**config.mk**
```make
export PLATFORM = sky130hd
export DESIGN_NAME = white_blob_centroid_steering
export DESIGN_NICKNAME = d
export VERILOG_FILES = /design/src/design/wbcs_pkg.sv /design/src/design/wbcs_front.sv /design/src/design/wbcs_queue.sv /design/src/design/wbcs_back.sv /design/src/design/white_blob_centroid_steering.sv
export SDC_FILE = /design/constraint.sdc
export NUM_CORES = 2
export LEC_CHECK = 0
export BUFFER_PORTS_ARGS = -buffer_cell sky130_fd_sc_hd__buf_4
export CORE_MARGIN = 2
export CORE_UTILIZATION = 59
export CTS_BUF_LIST = sky130_fd_sc_hd__clkbuf_8
export DETAILED_ROUTE_END_ITERATION = 10
export PLACE_DENSITY = 0.72
export SETUP_SLACK_MARGIN = 0.05
export SLEW_MARGIN = 30
export SYNTH_ARGS = -nofsm -noshare
export SYNTH_HDL_FRONTEND = slang
export SYNTH_HIERARCHICAL = 1
export SYNTH_SLANG_ARGS = --single-unit
```
**constraint.sdc**
```tcl
create_clock -name clk -period 11.2 [get_ports clk]
set_clock_uncertainty 0.2 [all_clocks]
set_input_delay 2.24 -clock clk [delete_from_list [all_inputs] [get_ports clk]]
set_output_delay 2.24 -clock clk [all_outputs]
set_load 0.1 [all_outputs]
```
**src/design/wbcs_pkg.sv**
```systemverilog
// Shared types, constants and register codes for the white blob centroid steering block.
package wbcs_pkg;

  localparam int unsigned WIDTH_W    = 11;
  localparam int unsigned LEVEL_W    = 8;
  localparam int unsigned SPEED_W    = 16;
  localparam int unsigned SCALE_W    = 15;
  localparam int unsigned COLUMN_W   = 10;
  localparam int unsigned COUNT_W    = 21;
  localparam int unsigned SUM_W      = 32;
  localparam int unsigned RATE_W     = 16;
  localparam int unsigned CFG_IDX_W  = 2;
  localparam int unsigned CFG_DATA_W = 16;

  // Product and quotient widths of the back end
  localparam int unsigned MAG_W  = SCALE_W + SUM_W;        // turn_scale * |sum|
  localparam int unsigned DEN_W  = COUNT_W + WIDTH_W + 1;  // 2 * count * width
  localparam int unsigned QUO_W  = RATE_W;
  localparam int unsigned STEP_W = $clog2(QUO_W);

  localparam logic [COUNT_W-1:0] COUNT_MAX = {COUNT_W{1'b1}};

  localparam logic [WIDTH_W-1:0] RST_IMAGE_WIDTH   = 11'd640;
  localparam logic [LEVEL_W-1:0] RST_WHITE_LEVEL   = 8'd255;
  localparam logic [SPEED_W-1:0] RST_FORWARD_SPEED = 16'd128;
  localparam logic [SCALE_W-1:0] RST_TURN_SCALE    = 15'd12868;

  localparam int unsigned FIFO_DEPTH_DEF = 2;

  typedef enum logic [CFG_IDX_W-1:0] {
    REG_IMAGE_WIDTH   = 2'd0,
    REG_WHITE_LEVEL   = 2'd1,
    REG_FORWARD_SPEED = 2'd2,
    REG_TURN_SCALE    = 2'd3
  } cfg_reg_t;

  typedef struct packed {
    logic [LEVEL_W-1:0]  red_level;
    logic [LEVEL_W-1:0]  green_level;
    logic [LEVEL_W-1:0]  blue_level;
    logic [COLUMN_W-1:0] column;
    logic                end_of_frame;
  } pixel_t;

  typedef struct packed {
    logic                     ball_found;
    logic [SPEED_W-1:0]       linear_speed;
    logic signed [RATE_W-1:0] angular_rate;
    logic [COUNT_W-1:0]       white_count;
  } cmd_t;

  typedef struct packed {
    logic [WIDTH_W-1:0] image_width;
    logic [LEVEL_W-1:0] white_level;
    logic [SPEED_W-1:0] forward_speed;
    logic [SCALE_W-1:0] turn_scale;
  } cfg_t;

  // Frame totals handed from front to back
  typedef struct packed {
    logic signed [SUM_W-1:0] offset_sum;
    logic [COUNT_W-1:0]      pixel_count;
  } frame_t;

  typedef enum logic [2:0] {
    BK_IDLE,
    BK_MUL_NUM,
    BK_MUL_DEN,
    BK_CHECK,
    BK_DIVIDE,
    BK_RESULT
  } back_state_t;

endpackage

```
**src/design/wbcs_front.sv**
```systemverilog
// Front end: takes pixels, classifies white ones and accumulates frame totals.
module wbcs_front (
  input  logic                clk,
  input  logic                rst_n,
  input  wbcs_pkg::cfg_t      cfg,
  input  logic                in_valid,
  output logic                in_ready,
  input  wbcs_pkg::pixel_t    in_data,
  input  logic                q_full,
  output logic                q_push,
  output wbcs_pkg::frame_t    q_wdata
);

  logic signed [wbcs_pkg::SUM_W-1:0]   sum_r, sum_nxt, sum_acc;
  logic [wbcs_pkg::COUNT_W-1:0]        count_r, count_nxt, count_acc;
  logic                                accept;
  logic                                is_white;
  logic signed [wbcs_pkg::WIDTH_W:0]   offset;
  logic signed [wbcs_pkg::SUM_W:0]     sum_ext;

  // Stall the whole stream while the frame queue is full
  assign in_ready = !q_full;
  assign accept   = in_valid && in_ready;

  // Classify the pixel
  assign is_white = (in_data.red_level   == cfg.white_level) &&
                    (in_data.green_level == cfg.white_level) &&
                    (in_data.blue_level  == cfg.white_level) &&
                    (count_r != wbcs_pkg::COUNT_MAX);

  // Doubled centre offset and saturating add
  assign offset  = $signed({1'b0, in_data.column, 1'b0}) - $signed({1'b0, cfg.image_width});
  assign sum_ext = {sum_r[wbcs_pkg::SUM_W-1], sum_r} +
                   {{(wbcs_pkg::SUM_W - wbcs_pkg::WIDTH_W){offset[wbcs_pkg::WIDTH_W]}}, offset};

  always_comb begin
    sum_acc   = sum_r;
    count_acc = count_r;
    if (is_white) begin
      count_acc = count_r + 1'b1;
      if (sum_ext[wbcs_pkg::SUM_W] != sum_ext[wbcs_pkg::SUM_W-1]) begin
        sum_acc = sum_ext[wbcs_pkg::SUM_W] ? {1'b1, {(wbcs_pkg::SUM_W-1){1'b0}}}
                                           : {1'b0, {(wbcs_pkg::SUM_W-1){1'b1}}};
      end else begin
        sum_acc = sum_ext[wbcs_pkg::SUM_W-1:0];
      end
    end
  end

  // Hand totals over at frame end, then clear
  always_comb begin
    sum_nxt   = sum_r;
    count_nxt = count_r;
    q_push    = 1'b0;
    if (accept) begin
      if (in_data.end_of_frame) begin
        q_push    = 1'b1;
        sum_nxt   = '0;
        count_nxt = '0;
      end else begin
        sum_nxt   = sum_acc;
        count_nxt = count_acc;
      end
    end
  end

  assign q_wdata.offset_sum  = sum_acc;
  assign q_wdata.pixel_count = count_acc;

  always_ff @(posedge clk) begin
    if (!rst_n) begin
      sum_r   <= '0;
      count_r <= '0;
    end else begin
      sum_r   <= sum_nxt;
      count_r <= count_nxt;
    end
  end

endmodule

```
**src/design/wbcs_queue.sv**
```systemverilog
// Short queue of frame totals between the front and back ends.
module wbcs_queue #(
  parameter int unsigned DEPTH = wbcs_pkg::FIFO_DEPTH_DEF
) (
  input  logic             clk,
  input  logic             rst_n,
  input  logic             push,
  input  wbcs_pkg::frame_t wdata,
  output logic             full,
  input  logic             pop,
  output logic             rvalid,
  output wbcs_pkg::frame_t rdata
);

  localparam int unsigned PTR_W = (DEPTH > 1) ? $clog2(DEPTH) : 1;
  localparam int unsigned CNT_W = $clog2(DEPTH + 1);
  localparam logic [PTR_W-1:0] LAST = PTR_W'(DEPTH - 1);

  wbcs_pkg::frame_t   slot_r [DEPTH];
  logic [PTR_W-1:0]   wr_ptr_r, wr_ptr_nxt;
  logic [PTR_W-1:0]   rd_ptr_r, rd_ptr_nxt;
  logic [CNT_W-1:0]   fill_r, fill_nxt;
  logic               do_push, do_pop;

  assign full    = (fill_r == CNT_W'(DEPTH));
  assign rvalid  = (fill_r != '0);
  assign rdata   = slot_r[rd_ptr_r];
  assign do_push = push && !full;
  assign do_pop  = pop && rvalid;

  // Advance pointers with wrap at the last slot
  always_comb begin
    wr_ptr_nxt = wr_ptr_r;
    rd_ptr_nxt = rd_ptr_r;
    fill_nxt   = fill_r;
    if (do_push) begin
      wr_ptr_nxt = (wr_ptr_r == LAST) ? '0 : wr_ptr_r + 1'b1;
    end
    if (do_pop) begin
      rd_ptr_nxt = (rd_ptr_r == LAST) ? '0 : rd_ptr_r + 1'b1;
    end
    if (do_push && !do_pop) begin
      fill_nxt = fill_r + 1'b1;
    end else if (do_pop && !do_push) begin
      fill_nxt = fill_r - 1'b1;
    end
  end

  always_ff @(posedge clk) begin
    if (!rst_n) begin
      wr_ptr_r <= '0;
      rd_ptr_r <= '0;
      fill_r   <= '0;
    end else begin
      wr_ptr_r <= wr_ptr_nxt;
      rd_ptr_r <= rd_ptr_nxt;
      fill_r   <= fill_nxt;
    end
  end

  // Store the slot payload
  always_ff @(posedge clk) begin
    if (do_push) begin
      slot_r[wr_ptr_r] <= wdata;
    end
  end

endmodule

```
**src/design/wbcs_back.sv**
```systemverilog
// Back end: turns frame totals into a drive command with a bit-serial divider.
module wbcs_back (
  input  logic             clk,
  input  logic             rst_n,
  input  wbcs_pkg::cfg_t   cfg,
  input  logic             q_valid,
  input  wbcs_pkg::frame_t q_rdata,
  output logic             q_pop,
  output logic             out_valid,
  input  logic             out_ready,
  output wbcs_pkg::cmd_t   out_data
);

  localparam int unsigned MAG_W  = wbcs_pkg::MAG_W;
  localparam int unsigned DEN_W  = wbcs_pkg::DEN_W;
  localparam int unsigned QUO_W  = wbcs_pkg::QUO_W;
  localparam int unsigned STEP_W = wbcs_pkg::STEP_W;
  localparam int unsigned DVS_W  = DEN_W + QUO_W - 1;
  localparam int unsigned PRD_W  = DEN_W - 1;

  wbcs_pkg::back_state_t state_r, state_nxt;

  logic signed [wbcs_pkg::SUM_W-1:0] sum_r;
  logic [wbcs_pkg::COUNT_W-1:0]      count_r;
  logic [wbcs_pkg::SUM_W-1:0]        abs_sum;
  logic                              neg_r, skip_r, sat_r;
  logic [MAG_W-1:0]                  mag_r, rem_r;
  logic [DEN_W-1:0]                  den_r;
  logic [DVS_W-1:0]                  dvs_r;
  logic [QUO_W-1:0]                  quo_r;
  logic [STEP_W-1:0]                 step_r;
  logic                              sat_cmp, fits;
  logic                              out_load;
  logic                              out_valid_r;
  wbcs_pkg::cmd_t                    out_data_r;
  logic signed [wbcs_pkg::RATE_W-1:0] rate;

  assign abs_sum = sum_r[wbcs_pkg::SUM_W-1] ? wbcs_pkg::SUM_W'(-sum_r)
                                             : wbcs_pkg::SUM_W'(sum_r);
  // Quotient needs more than sixteen bits: saturate
  assign sat_cmp = {2'b00, mag_r} >= {den_r, {QUO_W{1'b0}}};
  assign fits    = {1'b0, rem_r} >= dvs_r;

  // Next state
  always_comb begin
    state_nxt = state_r;
    case (state_r)
      wbcs_pkg::BK_IDLE:    if (q_valid) state_nxt = wbcs_pkg::BK_MUL_NUM;
      wbcs_pkg::BK_MUL_NUM: state_nxt = wbcs_pkg::BK_MUL_DEN;
      wbcs_pkg::BK_MUL_DEN: state_nxt = wbcs_pkg::BK_CHECK;
      wbcs_pkg::BK_CHECK: begin
        state_nxt = (skip_r || sat_cmp) ? wbcs_pkg::BK_RESULT : wbcs_pkg::BK_DIVIDE;
      end
      wbcs_pkg::BK_DIVIDE:  if (step_r == '0) state_nxt = wbcs_pkg::BK_RESULT;
      wbcs_pkg::BK_RESULT:  if (out_load) state_nxt = wbcs_pkg::BK_IDLE;
      default:              state_nxt = wbcs_pkg::BK_IDLE;
    endcase
  end

  // Outputs of the sequencer
  always_comb begin
    q_pop    = 1'b0;
    out_load = 1'b0;
    case (state_r)
      wbcs_pkg::BK_IDLE:   q_pop    = q_valid;
      wbcs_pkg::BK_RESULT: out_load = !out_valid_r || out_ready;
      default: begin
        q_pop    = 1'b0;
        out_load = 1'b0;
      end
    endcase
  end

  always_ff @(posedge clk) begin
    if (!rst_n) begin
      state_r <= wbcs_pkg::BK_IDLE;
    end else begin
      state_r <= state_nxt;
    end
  end

  // Datapath: multiply, range check, then one quotient bit per cycle
  always_ff @(posedge clk) begin
    case (state_r)
      wbcs_pkg::BK_IDLE: begin
        sum_r   <= q_rdata.offset_sum;
        count_r <= q_rdata.pixel_count;
      end
      wbcs_pkg::BK_MUL_NUM: begin
        mag_r <= MAG_W'(cfg.turn_scale) * MAG_W'(abs_sum);
        neg_r <= !sum_r[wbcs_pkg::SUM_W-1] && (sum_r != '0);
      end
      wbcs_pkg::BK_MUL_DEN: begin
        den_r  <= {PRD_W'(count_r) * PRD_W'(cfg.image_width), 1'b0};
        skip_r <= (count_r == '0) || (cfg.image_width == '0);
      end
      wbcs_pkg::BK_CHECK: begin
        sat_r  <= sat_cmp;
        rem_r  <= mag_r;
        dvs_r  <= {den_r, {(QUO_W-1){1'b0}}};
        quo_r  <= '0;
        step_r <= STEP_W'(QUO_W - 1);
      end
      wbcs_pkg::BK_DIVIDE: begin
        if (fits) begin
          rem_r         <= rem_r - dvs_r[MAG_W-1:0];
          quo_r[step_r] <= 1'b1;
        end
        dvs_r  <= dvs_r >> 1;
        step_r <= step_r - 1'b1;
      end
      default: begin
        rem_r <= rem_r;
      end
    endcase
  end

  // Clamp the quotient to the signed output range
  always_comb begin
    if (skip_r) begin
      rate = '0;
    end else if (sat_r || quo_r[QUO_W-1]) begin
      rate = neg_r ? {1'b1, {(QUO_W-1){1'b0}}} : {1'b0, {(QUO_W-1){1'b1}}};
    end else begin
      rate = neg_r ? -$signed(quo_r) : $signed(quo_r);
    end
  end

  // Hold the command until the receiver takes it
  always_ff @(posedge clk) begin
    if (!rst_n) begin
      out_valid_r <= 1'b0;
    end else if (out_load) begin
      out_valid_r <= 1'b1;
    end else if (out_ready) begin
      out_valid_r <= 1'b0;
    end
  end

  always_ff @(posedge clk) begin
    if (out_load) begin
      out_data_r.ball_found   <= (count_r != '0);
      out_data_r.linear_speed <= (count_r != '0) ? cfg.forward_speed : '0;
      out_data_r.angular_rate <= (count_r != '0) ? rate : '0;
      out_data_r.white_count  <= count_r;
    end
  end

  assign out_valid = out_valid_r;
  assign out_data  = out_data_r;

endmodule

```
**src/design/white_blob_centroid_steering.sv**
```systemverilog
// Top level of the white blob centroid steering block.
//
// Pixels arrive on the in_ channel (valid/ready), one per cycle at full rate,
// each with its column and an end-of-frame mark. White pixels (all three
// channels equal to white_level) add their doubled centre offset to a sum and
// bump a count. The end-of-frame pixel closes the frame: its totals go into a
// queue of FIFO_DEPTH frames and the accumulators clear for the next frame.
// The back end pops one frame, forms turn_scale*|sum| and 2*count*width in
// the BK_MUL_NUM and BK_MUL_DEN states, checks the quotient range, then runs
// a restoring divider at one quotient bit a cycle. It skips the divider
// when no white pixel was seen, the width is zero or the rate saturates,
// and it takes no new frame until its command has been loaded into the
// output register.
// If the receiver stalls, the command holds in the output register; pixels
// keep flowing until the frame queue fills, and only then in_ready drops.
// The cfg_ port writes a register; the user must do so only while the block
// is idle, as the block does not enforce it. Reset (synchronous, rst_n low)
// restores register defaults, clears accumulators and empties the queue.
module white_blob_centroid_steering #(
  parameter int unsigned FIFO_DEPTH = wbcs_pkg::FIFO_DEPTH_DEF
) (
  input  logic                              clk,
  input  logic                              rst_n,
  input  logic                              in_valid,
  output logic                              in_ready,
  input  wbcs_pkg::pixel_t                  in_data,
  output logic                              out_valid,
  input  logic                              out_ready,
  output wbcs_pkg::cmd_t                    out_data,
  input  logic                              cfg_we,
  input  logic [wbcs_pkg::CFG_IDX_W-1:0]    cfg_index,
  input  logic [wbcs_pkg::CFG_DATA_W-1:0]   cfg_wdata
);

  wbcs_pkg::cfg_t   cfg_r;
  wbcs_pkg::frame_t q_wdata, q_rdata;
  logic             q_full, q_push, q_pop, q_valid;

  // Configuration registers
  always_ff @(posedge clk) begin
    if (!rst_n) begin
      cfg_r.image_width   <= wbcs_pkg::RST_IMAGE_WIDTH;
      cfg_r.white_level   <= wbcs_pkg::RST_WHITE_LEVEL;
      cfg_r.forward_speed <= wbcs_pkg::RST_FORWARD_SPEED;
      cfg_r.turn_scale    <= wbcs_pkg::RST_TURN_SCALE;
    end else if (cfg_we) begin
      case (wbcs_pkg::cfg_reg_t'(cfg_index))
        wbcs_pkg::REG_IMAGE_WIDTH:
          cfg_r.image_width   <= cfg_wdata[wbcs_pkg::WIDTH_W-1:0];
        wbcs_pkg::REG_WHITE_LEVEL:
          cfg_r.white_level   <= cfg_wdata[wbcs_pkg::LEVEL_W-1:0];
        wbcs_pkg::REG_FORWARD_SPEED:
          cfg_r.forward_speed <= cfg_wdata[wbcs_pkg::SPEED_W-1:0];
        wbcs_pkg::REG_TURN_SCALE:
          cfg_r.turn_scale    <= cfg_wdata[wbcs_pkg::SCALE_W-1:0];
        default:
          cfg_r <= cfg_r;
      endcase
    end
  end

  wbcs_front u_front (
    .clk      (clk),
    .rst_n    (rst_n),
    .cfg      (cfg_r),
    .in_valid (in_valid),
    .in_ready (in_ready),
    .in_data  (in_data),
    .q_full   (q_full),
    .q_push   (q_push),
    .q_wdata  (q_wdata)
  );

  wbcs_queue #(
    .DEPTH (FIFO_DEPTH)
  ) u_queue (
    .clk    (clk),
    .rst_n  (rst_n),
    .push   (q_push),
    .wdata  (q_wdata),
    .full   (q_full),
    .pop    (q_pop),
    .rvalid (q_valid),
    .rdata  (q_rdata)
  );

  wbcs_back u_back (
    .clk       (clk),
    .rst_n     (rst_n),
    .cfg       (cfg_r),
    .q_valid   (q_valid),
    .q_rdata   (q_rdata),
    .q_pop     (q_pop),
    .out_valid (out_valid),
    .out_ready (out_ready),
    .out_data  (out_data)
  );

endmodule

```
==> results.sh <==
export IMPL_path_common_cell="fa_1"
export IMPL_antenna_found_initial=4
export IMPL_grt_overflow=0
export IMPL_postCtsSetupBuffers=0
export IMPL_drc=0
export IMPL_timing_fmax_ghz=0.107
export IMPL_critPathMaxStageDelay_ns=0.71
export IMPL_final_area_sq_um=53000
export IMPL_ctsRootBufferMaster="clkbuf_8"
export IMPL_grt_setup_unrepaired="no"
export IMPL_arrival_ns=9.65
export IMPL_cp_slowest_cell="edfxtp_1"
export IMPL_num_io_pins=114
export IMPL_grtUsageTotal_pct=28.6
export IMPL_synth_top_area_share_pct=24.9
export IMPL_required_ns=11.54
export IMPL_initial_core_util_pct=59.3
export IMPL_clockBufferDepth=3
export IMPL_final_period_utilization_pct=83.1
export IMPL_clock_latency_ns=0.72
export IMPL_yosysSeqAreaShare_pct=29.4
export IMPL_ant_nets=0
export IMPL_synth_compound_area_share_pct=10.4
export IMPL_maxSlewHeadroom_pct=33.5
export IMPL_avgSynthCellArea_sq_um=9.64
export IMPL_vias=36200
export IMPL_hp_class="flop to flop"
export IMPL_ctsHoldBuffers=0
export IMPL_cp_num_buf_inv=5
export IMPL_synthAdderAreaFrac_pct=30.5
export IMPL_synthTopCellsByArea="edfxtp_1 (25%), fa_1 (23%), ha_1 (7.8%), inv_1 (5.5%), nand2_1 (5.3%)"
export IMPL_final_nets=6078
export IMPL_min_period_ns=9.31
export IMPL_start_kind="flop"
export IMPL_async_flop_share_pct=0
export IMPL_crit_type="flop to flop"
export IMPL_synth_top_family_by_area="adder cells"
export IMPL_clk_pin_slew_worst_paths_ns=0.08
export IMPL_wl_per_cell_um=19.0
export IMPL_core_area_sq_um=83300
export IMPL_first_iter_violations=2726
export IMPL_grt_pass1_wl_um=196000
export IMPL_synth_common_cells="inv_1 (725), nand2_1 (692), fa_1 (561)"
export IMPL_drive_above_1_share_pct=7.98
export IMPL_place_congestion=0.887
export IMPL_drtPass1Iterations=6
export IMPL_synth_edf_count=410
export IMPL_status="complete, no violations"
export IMPL_yosysWarnings=6
export IMPL_area_growth_pct=7.29
export IMPL_first_global_vias=37000
export IMPL_mappedNetlistArea_sq_um=49400
export IMPL_syn_num_nets=6052
export IMPL_syn_inst=5125
export IMPL_cp_top_family="adder cells"
export IMPL_synth_seq_cells=522
export IMPL_fin_tns_setup_ns=0
export IMPL_yosys_most_used_dff="edfxtp_1"
export IMPL_synth_most_common_cell="inv_1"
export IMPL_cts_htree_levels=3
export IMPL_die_w_um=293
export IMPL_port_buffers=113
export IMPL_die_y_um=293
export IMPL_rows=106
export IMPL_placed_area_sq_um=51300
export IMPL_viasPerCell=5.74
export IMPL_dp_hpwl_um=90200
export IMPL_cts_tree="yes"
export IMPL_cts_sinks=522
export IMPL_setup_violations=0
export IMPL_tightest_slew_ns=0.992
export IMPL_crit_path_max_fanout=19
export IMPL_synthMuxAreaShare_pct=2.30
export IMPL_cts_buffers=88
export IMPL_yosys_area_share_simple_pct=16.4
export IMPL_routed_wl_um=120000
export IMPL_finalHoldViolCount=0
export IMPL_cts_resized=0
export IMPL_slew_viol_final=0
export IMPL_die_area_sq_um=86100
export IMPL_synth_distinct_cells=81
export IMPL_grt_max_degree=84
export IMPL_worst_setup_path_end_kind="flop"
export IMPL_cap_violations=0
export IMPL_synth_xor_area_share_pct=3.40
export IMPL_synth_largest_area_cell="edfxtp_1"
## worst register-to-register path: cells and delay by family (launching register included)
kind,cells,cell delay (ns)
AOI/OAI and AO/OA,7,1.30
and+or+nand+nor,8,2.61
DFF,1,0.71
buffers and inverters,5,0.55
adders and majority gates,8,3.68
xor gates and xnor gates,1,0.15
## layout by cell type, fill, tap and decap left out, drive strengths merged, types with 24 or more instances in the layout
cell / n
xor2: 69
inv: 758
o21ai: 238
clkinv: 34
xnor2: 123
clkbuf: 94
o31ai: 25
o21bai: 25
o21a: 35
o211ai: 24
buf: 183
nand2: 694
mux2i: 47
dfxtp: 112
edfxtp: 410
nor2: 213
nor3: 54
nor2b: 58
mux2: 58
ha: 308
a31oi: 24
nand4: 39
or3: 33
nand3: 68
a21oi: 199
a21o: 84
nand2b: 24
fa: 561
and2: 370
## logic make-up after synthesis
family | Yosys count
simple gates | 1654
mux | 105
buf+inv | 973
compound gates | 810
flops | 522
fa+ha+maj | 869
xor+xnor | 192
## per-stage QoR
stage	cells	hold WS [ns]	util (%)	worst slack [ns]
final	6307	0.259	63.7	1.89
after global routing	6307	0.276	63.7	1.39
after CTS	6305	0.258	63.6	1.89
after detailed placement	6141	0.249	61.6	1.87
after global placement	6140	0.239	61.5	2.02
after floorplan	5125	0.230	-	2.47
## registers in the layout, indices dropped and copies added (netlist names), 2 cells and up, named ones only
register	flops
cfg_r	50
u_back/count_r	21
u_back/den_r	32
u_back/dvs_r	48
u_back/mag_r	47
u_back/out_data	54
u_back/quo_r	16
u_back/rem_r	47
u_back/state_r	3
u_back/step_r	4
u_back/sum_r	32
u_front/count_r	21
u_front/sum_r	32
u_queue/fill_r	2
u_queue/slot_r	106
## path summary, 6_finish.rpt
| kind | cells after the start | startpoint | slack (ns) | endpoint |
|---|---|---|---|---|
| setup / recovery | 29 | u_back/sum_r[0] | 1.89 | u_back/mag_r[43] |
| hold reg to reg | 2 | cfg_r[15] | 0.26 | cfg_r[15] |
| setup reg to reg | 29 | u_back/sum_r[0] | 1.89 | u_back/mag_r[43] |
| hold / removal | 2 | cfg_r[15] | 0.26 | cfg_r[15] |
## area by class of cell
| type | instances | area [sq um] |
|---|---|---|
| multi-input combinational | 3630 | 31300 |
| antenna | 2 | 5.00 |
| inverter | 726 | 2730 |
| fill | 6926 | 30300 |
| timing repair buffer | 183 | 1380 |
| sequential | 522 | 14600 |
| clock inverter | 70 | 415 |
| tap | 1080 | 1350 |
| clock buffer | 94 | 1290 |
## per-layer routing
layer  part of all wire (%)  up-vias  global-route usage, %
met2                     47     1149                   46.0
met3                    7.0      197                   5.48
met4                    2.8        2                   8.86
met1                     43    17900                   39.4
li1                       -    16900                      -
met5                  0.010        -                      0
Power is not shown: default switching activity piles up to over one toggle a cycle in this logic, so the estimate is an artifact.
